### config.mk
export PLATFORM = sky130hd
export DESIGN_NAME = dda_line_rasterizer_top
export DESIGN_NICKNAME = d
export VERILOG_FILES = /design/src/hw/rtl/dda_pkg.sv /design/src/hw/rtl/dda_ctrl.sv /design/src/hw/rtl/dda_datapath.sv /design/src/hw/rtl/dda_line_rasterizer_top.sv
export SDC_FILE = /design/constraint.sdc
export NUM_CORES = 1
export LEC_CHECK = 0
export ABC_AREA = 0
export BUFFER_PORTS_ARGS = -buffer_cell sky130_fd_sc_hd__buf_2
export CAP_MARGIN = 30
export CORE_MARGIN = 1.5
export CORE_UTILIZATION = 35
export CTS_CLUSTER_DIAMETER = 200
export DETAILED_ROUTE_END_ITERATION = 10
export REMOVE_ABC_BUFFERS = 1
export SYNTH_ARGS = -nofsm -noshare
export SYNTH_HDL_FRONTEND = slang
export SYNTH_SLANG_ARGS = --single-unit
export TNS_END_PERCENT = 50
### constraint.sdc
create_clock -name i_clk -period 5.2 [get_ports i_clk]
set_input_delay 1.04 -clock i_clk [delete_from_list [all_inputs] [get_ports i_clk]]
set_output_delay 1.04 -clock i_clk [all_outputs]
set_load 0.01 [all_outputs]
### src/hw/rtl/dda_pkg.sv
// Shared types and constants for the line rasterizer.
// No dependencies; used by the controller, the datapath, the top level and the checker.
package dda_pkg;

    localparam int COORD_BITS = 9;
    localparam int FRAC_BITS  = 16;
    localparam int POS_BITS   = COORD_BITS + FRAC_BITS;
    localparam int QUOT_BITS  = FRAC_BITS + 1;
    localparam int REM_BITS   = COORD_BITS + 1;
    localparam int DIV_STEPS  = FRAC_BITS + 1;
    localparam int DCNT_BITS  = $clog2(DIV_STEPS);

    localparam logic [FRAC_BITS-1:0] FRAC_HALF = FRAC_BITS'(1) << (FRAC_BITS - 1);

    localparam logic CMD_START = 1'b0;
    localparam logic CMD_TICK  = 1'b1;

    typedef struct packed {
        logic load;
        logic div;
        logic tick;
    } t_dp_cmd;

    typedef struct packed {
        logic steps_zero;
        logic div_done;
        logic last_step;
        logic out_busy;
    } t_dp_status;

endpackage

### src/hw/rtl/dda_ctrl.sv
// Line rasterizer controller: idle / divide / active sequencing and input flow control.
// Depends on dda_pkg; drives the datapath through t_dp_cmd, reads t_dp_status.
module dda_ctrl import dda_pkg::*; (
    input  logic       i_clk,
    input  logic       i_rst_n,
    input  logic       i_in_valid,
    input  logic       i_command,
    output logic       o_in_stall,
    output t_dp_cmd    o_cmd,
    input  t_dp_status i_status
);

    typedef enum logic [1:0] {
        ST_IDLE,
        ST_DIV,
        ST_ACTIVE
    } t_state;

    t_state r_state;
    t_state n_state;
    logic   accept;

    always_comb begin
        o_in_stall = (r_state == ST_DIV) || i_status.out_busy;
        accept     = i_in_valid && !o_in_stall;

        o_cmd.load = accept && (i_command == CMD_START);
        o_cmd.tick = accept && (i_command == CMD_TICK) && (r_state == ST_ACTIVE);
        o_cmd.div  = (r_state == ST_DIV);

        n_state = r_state;
        if (o_cmd.load) begin
            // a new request drops any line in progress
            n_state = i_status.steps_zero ? ST_IDLE : ST_DIV;
        end else begin
            case (r_state)
                ST_DIV: begin
                    if (i_status.div_done) begin
                        n_state = ST_ACTIVE;
                    end
                end
                ST_ACTIVE: begin
                    if (o_cmd.tick && i_status.last_step) begin
                        n_state = ST_IDLE;
                    end
                end
                default: begin
                    n_state = r_state;
                end
            endcase
        end
    end

    always_ff @(posedge i_clk) begin
        if (!i_rst_n) begin
            r_state <= ST_IDLE;
        end else begin
            r_state <= n_state;
        end
    end

endmodule

### src/hw/rtl/dda_datapath.sv
// Line rasterizer datapath: endpoint setup, bit-serial increment division,
// position accumulators and the output register. Depends on dda_pkg.
module dda_datapath import dda_pkg::*; (
    input  logic                  i_clk,
    input  logic                  i_rst_n,
    input  t_dp_cmd               i_cmd,
    output t_dp_status            o_status,
    input  logic [COORD_BITS-1:0] i_x_start,
    input  logic [COORD_BITS-1:0] i_y_start,
    input  logic [COORD_BITS-1:0] i_x_end,
    input  logic [COORD_BITS-1:0] i_y_end,
    output logic                  o_out_valid,
    input  logic                  i_out_stall,
    output logic [COORD_BITS-1:0] o_pixel_x,
    output logic [COORD_BITS-1:0] o_pixel_y,
    output logic                  o_last_pixel
);

    logic [COORD_BITS-1:0] adx;
    logic [COORD_BITS-1:0] ady;
    logic [COORD_BITS-1:0] steps;
    logic                  neg_x;
    logic                  neg_y;

    logic [COORD_BITS-1:0] r_steps;
    logic [COORD_BITS-1:0] r_steps_left;
    logic [REM_BITS-1:0]   r_rem_x;
    logic [REM_BITS-1:0]   r_rem_y;
    logic [QUOT_BITS-1:0]  r_q_x;
    logic [QUOT_BITS-1:0]  r_q_y;
    logic                  r_neg_x;
    logic                  r_neg_y;
    logic [DCNT_BITS-1:0]  r_div_cnt;
    // positions are kept biased by one half so the pixel is a plain bit-select
    logic [POS_BITS-1:0]   r_pos_x;
    logic [POS_BITS-1:0]   r_pos_y;

    logic                  r_out_valid;
    logic [COORD_BITS-1:0] r_pixel_x;
    logic [COORD_BITS-1:0] r_pixel_y;
    logic                  r_last_pixel;

    logic [REM_BITS-1:0]   div_ref;
    logic                  ge_x;
    logic                  ge_y;
    logic [REM_BITS-1:0]   rem_sel_x;
    logic [REM_BITS-1:0]   rem_sel_y;
    logic [POS_BITS-1:0]   pos_next_x;
    logic [POS_BITS-1:0]   pos_next_y;

    always_comb begin
        neg_x = i_x_end < i_x_start;
        neg_y = i_y_end < i_y_start;
        adx   = neg_x ? (i_x_start - i_x_end) : (i_x_end - i_x_start);
        ady   = neg_y ? (i_y_start - i_y_end) : (i_y_end - i_y_start);
        steps = (adx > ady) ? adx : ady;

        div_ref   = {1'b0, r_steps};
        ge_x      = r_rem_x >= div_ref;
        ge_y      = r_rem_y >= div_ref;
        rem_sel_x = ge_x ? (r_rem_x - div_ref) : r_rem_x;
        rem_sel_y = ge_y ? (r_rem_y - div_ref) : r_rem_y;

        pos_next_x = r_neg_x ? (r_pos_x - POS_BITS'(r_q_x)) : (r_pos_x + POS_BITS'(r_q_x));
        pos_next_y = r_neg_y ? (r_pos_y - POS_BITS'(r_q_y)) : (r_pos_y + POS_BITS'(r_q_y));

        o_status.steps_zero = (steps == '0);
        o_status.div_done   = (r_div_cnt == DCNT_BITS'(DIV_STEPS - 1));
        o_status.last_step  = (r_steps_left == COORD_BITS'(1));
        o_status.out_busy   = r_out_valid && i_out_stall;
    end

    always_ff @(posedge i_clk) begin
        if (i_cmd.load) begin
            r_steps      <= steps;
            r_steps_left <= steps;
            r_rem_x      <= {1'b0, adx};
            r_rem_y      <= {1'b0, ady};
            r_q_x        <= '0;
            r_q_y        <= '0;
            r_neg_x      <= neg_x;
            r_neg_y      <= neg_y;
            r_pos_x      <= {i_x_start, FRAC_HALF};
            r_pos_y      <= {i_y_start, FRAC_HALF};
        end else if (i_cmd.div) begin
            // one quotient bit per cycle, integer bit first
            r_rem_x <= {rem_sel_x[REM_BITS-2:0], 1'b0};
            r_rem_y <= {rem_sel_y[REM_BITS-2:0], 1'b0};
            r_q_x   <= {r_q_x[QUOT_BITS-2:0], ge_x};
            r_q_y   <= {r_q_y[QUOT_BITS-2:0], ge_y};
        end else if (i_cmd.tick) begin
            r_pos_x      <= pos_next_x;
            r_pos_y      <= pos_next_y;
            r_steps_left <= r_steps_left - COORD_BITS'(1);
        end

        if (i_cmd.load) begin
            r_pixel_x    <= i_x_start;
            r_pixel_y    <= i_y_start;
            r_last_pixel <= o_status.steps_zero;
        end else if (i_cmd.tick) begin
            r_pixel_x    <= pos_next_x[POS_BITS-1:FRAC_BITS];
            r_pixel_y    <= pos_next_y[POS_BITS-1:FRAC_BITS];
            r_last_pixel <= o_status.last_step;
        end
    end

    always_ff @(posedge i_clk) begin
        if (!i_rst_n) begin
            r_div_cnt   <= '0;
            r_out_valid <= 1'b0;
        end else begin
            if (i_cmd.load) begin
                r_div_cnt <= '0;
            end else if (i_cmd.div) begin
                r_div_cnt <= r_div_cnt + DCNT_BITS'(1);
            end

            if (i_cmd.load || i_cmd.tick) begin
                r_out_valid <= 1'b1;
            end else if (!i_out_stall) begin
                r_out_valid <= 1'b0;
            end
        end
    end

    assign o_out_valid  = r_out_valid;
    assign o_pixel_x    = r_pixel_x;
    assign o_pixel_y    = r_pixel_y;
    assign o_last_pixel = r_last_pixel;

endmodule

### src/hw/rtl/dda_line_rasterizer_top.sv
// Line rasterizer top level: controller plus datapath.
// Depends on dda_pkg, dda_ctrl and dda_datapath.
//
// A start request (command 0) presents the start point on the output at once,
// then holds o_in_stall high while a bit-serial restoring divider forms both
// per-axis increments, one quotient bit per cycle. After that every step tick
// (command 1) yields one pixel per cycle, rounded half up, while the output is
// not stalled, the last one flagged with o_last_pixel. Coincident
// endpoints give the start point alone, flagged last, with no divide. Ticks
// with no line in progress are taken and dropped. A start during a line
// drops that line. Input is stalled while a result waits on a stalled output.
module dda_line_rasterizer_top import dda_pkg::*; (
    input  logic                  i_clk,
    input  logic                  i_rst_n,
    input  logic                  i_in_valid,
    output logic                  o_in_stall,
    input  logic                  i_command,
    input  logic [COORD_BITS-1:0] i_x_start,
    input  logic [COORD_BITS-1:0] i_y_start,
    input  logic [COORD_BITS-1:0] i_x_end,
    input  logic [COORD_BITS-1:0] i_y_end,
    output logic                  o_out_valid,
    input  logic                  i_out_stall,
    output logic [COORD_BITS-1:0] o_pixel_x,
    output logic [COORD_BITS-1:0] o_pixel_y,
    output logic                  o_last_pixel
);

    t_dp_cmd    dp_cmd;
    t_dp_status dp_status;

    dda_ctrl u_ctrl (
        .i_clk      (i_clk),
        .i_rst_n    (i_rst_n),
        .i_in_valid (i_in_valid),
        .i_command  (i_command),
        .o_in_stall (o_in_stall),
        .o_cmd      (dp_cmd),
        .i_status   (dp_status)
    );

    dda_datapath u_datapath (
        .i_clk        (i_clk),
        .i_rst_n      (i_rst_n),
        .i_cmd        (dp_cmd),
        .o_status     (dp_status),
        .i_x_start    (i_x_start),
        .i_y_start    (i_y_start),
        .i_x_end      (i_x_end),
        .i_y_end      (i_y_end),
        .o_out_valid  (o_out_valid),
        .i_out_stall  (i_out_stall),
        .o_pixel_x    (o_pixel_x),
        .o_pixel_y    (o_pixel_y),
        .o_last_pixel (o_last_pixel)
    );

endmodule

==> out/metrics.yaml <==
outcome: "finished clean"
ys_warn_count: 0
synthTopCellsByArea: "edfxtp_1 19%, dfxtp_1 13%, ha_1 12%, nand2_1 5.8%, xnor2_1 5.2%"
ios: 62
cts_sinks: 151
coreArea_um2: 33450
grt.total_usage_pct: 17.64
synth_top_area_cell: "edfxtp_1"
finClkSkew_ps: 10.19
p_leak_uw: 0.006024
dieArea_um2: 35010
dr.pass1.iters: 5
via_per_inst: 5.221
end_kind: "flop"
ys_ff_latch: 151
fin_crit_ps: 5164
grt_pass1_wl_um: 50480
r2r_start: "u_datapath.r_q_x[3]$_SDFFE_PP0N_"
htreeDepth: 4
power_density_nw_per_um2: 512.0
vias: 10542
finish.net_count: 1725
clk_latency_ps: 440
ys_types: 86
synth_sequential_area_ratio_pct: 31.81
yosysMostFrequentCell: "nand2_1"
antenna_left: 0
cp_top_family: "compound AO/OA/AOI/OAI gates"
crit_required_ps: 5470
relSlewSlack_pct: 33.23
worst_slack_ps: 36.17
cts_buffers: 17
worstMarginPinSlew_ps: 1000
hp-class: "reg2reg"
synth_common_cells: "184 x nand2_1, 123 x a21oi_1, 118 x ha_1"
ff2ff_path_depth: 16
cts.path.max_buffers: 2
die_x_um: 187.1
synth_top_area_share_pct: 18.98
rrSetupSlack_ps: 670
globalRouteOverflowTotal: 0
antenna_found_initial: 0
final_max_slew_viol_count: 0
synthCells: 1413
finalHoldViolCount: 0
total_power_uw: 7245
cp.arrival_ps: 5440
post_drt_wl_per_cell_um: 15.29
syn2layout_area_growth_pct: 19.28
crit_slowest_cell: "or4_1"
startpoint: "i_y_start[1]"
crit_end: "u_datapath.o_last_pixel$_DFFE_PP_"
cpPeakStageDelay_ps: 510
path_buf_inv: 6
r2r-end: "u_datapath.o_pixel_x[6]$_DFFE_PP_"
cp_cell_sequence: "buf_2, inv_1, ha_1, nor2b_1, o31a_2, o211ai_4, buf_4, nand2_4, inv_2, a31oi_2, xor2_1, inv_1, ha_1, a21o_1, a21oi_1, o21ai_4, buf_4, o22a_1, nand2b_1, mux2i_1, or4_1, or4_4, o31ai_4"
grt_max_degree: 83
holdBufCountCts: 0
synth_area_um2: 11860
root_buffer: "clkbuf_16"
rows: 67
drive_gt1_share_pct: 17.38
finalSetupViolations: 0
dieHeight_um: 187.1
post-route-period-util_pct: 99.30
post_synth.cell_area_avg_um2: 8.396
place_ws_ps: -371.4
cp.depth: 23
tritoncts: "done"
cp-start-kind: "input port"
drt_iter0_drc: 701
worst_hold_slack_ps: 464.1
drv_cap: 0
initial_core_util_pct: 35.47
dp_hpwl_um: 22890
synth_edf_count: 75
ys.flop_type: "dfxtp_1"
antenna_cells: 0
synth_async_sr_flop_share_pct: 0
final_core_utilization_pct: 42.31
first_global_vias: 10095
fin_setup_tns_ps: 0
drc_errors: 0
crit_fanout: 5
io_buffers: 61
path_class: "in2reg"
fmax_mhz: 193.7
wirelength_um: 30880
place.gp.congestion: 0.9332
peakVddDrop_uv: 251.4
path_clk_slew_ps: 70
registers in the layout, indices dropped and copies added (netlist names), 2 cells and up:
name                     flops
u_datapath.r_rem_y          10
u_datapath.r_steps           9
u_datapath.r_q_y            17
u_datapath.o_pixel_y         9
u_datapath.r_steps_left      9
u_datapath.r_pos_x          25
u_datapath.r_q_x            17
u_datapath.r_div_cnt         5
u_datapath.r_rem_x          10
u_datapath.o_pixel_x         9
u_ctrl.r_state               2
u_datapath.r_pos_y          25
cell type report:
cell class	count	area [um2]
clock buffer	20	489.2
clock inverter	12	123.9
fill	3275	19300
inverter	101	379.1
multi-input combinational	1102	7576
sequential	151	3774
tap	448	560.5
timing repair buffer	185	1249
power by group:
group	switching, uW	internal [uW]	total, uW	leakage (uW)
Combinational	2360	1920	4280	0.00440
Clock	572	744	1320	0.000304
Sequential	114	1540	1650	0.00132
layout by cell type (no fill, tap or decap), types with 7 or more instances in the layout:
cell type  count
xnor2_1       68
mux2i_1       19
nand2_1      184
nor2_1       103
nand2b_1      22
o31ai_1       15
edfxtp_1      75
nor3_1        29
a21oi_1      122
or3_1          7
a31oi_1       12
clkbuf_16     19
ha_1         117
nand3_1       17
nor2b_1       22
inv_6          7
xor2_1        25
o21bai_1      15
fa_1           8
buf_2         61
buf_4        123
a21o_1        34
a211oi_1      14
dfxtp_1       76
inv_1         98
nand4_1       15
mux2_2         9
o21ai_0      100
nor4_1         7
o21a_1        13
worst reg2reg max path: stages (launching register included):
cell and delay (ps):
dfxtp_1 370, nor3_1 320, nand2_1 140, nor4b_1 260, buf_4 200, nor2_1 50
xnor2_1 150, ha_1 360, a21o_1 200, a21o_1 170, a21o_1 190, a2111oi_0 600
nor3_1 130, a211oi_1 530, o21ai_0 230, xnor2_1 210, o21ai_0 140
kinds of logic after synthesis:
logic type,share of synthesized area (%)
simple gates,17.19
compound gates,22.20
flops,31.81
buf+inv,5.252
mux,2.668
xor+xnor,7.087
fa+ha+maj,13.79
worst min-delay path by stage:
stage	from	cells after the start	slack (ps)	endpoint
3_3_place_gp	u_datapath.r_rem_x[9]$_SDFFE_PP0N_	2	440	u_datapath.r_rem_x[9]$_SDFFE_PP0N_
4_1_cts	u_datapath.r_pos_y[10]$_SDFFE_PP0P_	2	460	u_datapath.r_pos_y[10]$_SDFFE_PP0P_
2_1_floorplan	u_datapath.r_rem_x[9]$_SDFFE_PP0N_	2	430	u_datapath.r_rem_x[9]$_SDFFE_PP0N_
3_5_place_dp	u_datapath.r_pos_x[11]$_SDFFE_PP0P_	2	450	u_datapath.r_pos_x[11]$_SDFFE_PP0P_
5_1_grt	u_datapath.r_pos_y[8]$_SDFFE_PP0P_	2	470	u_datapath.r_pos_y[8]$_SDFFE_PP0P_
6_report	u_datapath.r_pos_y[8]$_SDFFE_PP0P_	2	460	u_datapath.r_pos_y[8]$_SDFFE_PP0P_
through the flow:
stage,instances,area (um2)
2_1_floorplan,1354,11620
5_1_grt,2019,14150
6_report,2019,14150
3_3_place_gp,1985,13420
4_1_cts,2017,14030
3_5_place_dp,1985,13420
metal layers:
metal | track usage, % | vias to the layer above | part of all wire (%) | wire, um
met5 | 0 | - | 0 | 0
met4 | 6.607 | 0 | 2.7 | 841
met3 | 2.477 | 56 | 2.9 | 890
met2 | 30.04 | 182 | 48 | 14910
met1 | 22.62 | 4993 | 46 | 14240
li1 | - | 5311 | - | -
repair_timing:
action	in CTS	in global routing
endpoints found under the setup margin	0	1
gates resized for setup	0	16
endpoints found under the hold margin	0	0
buffers inserted	0	2
Power figures use the tool's default switching activity.
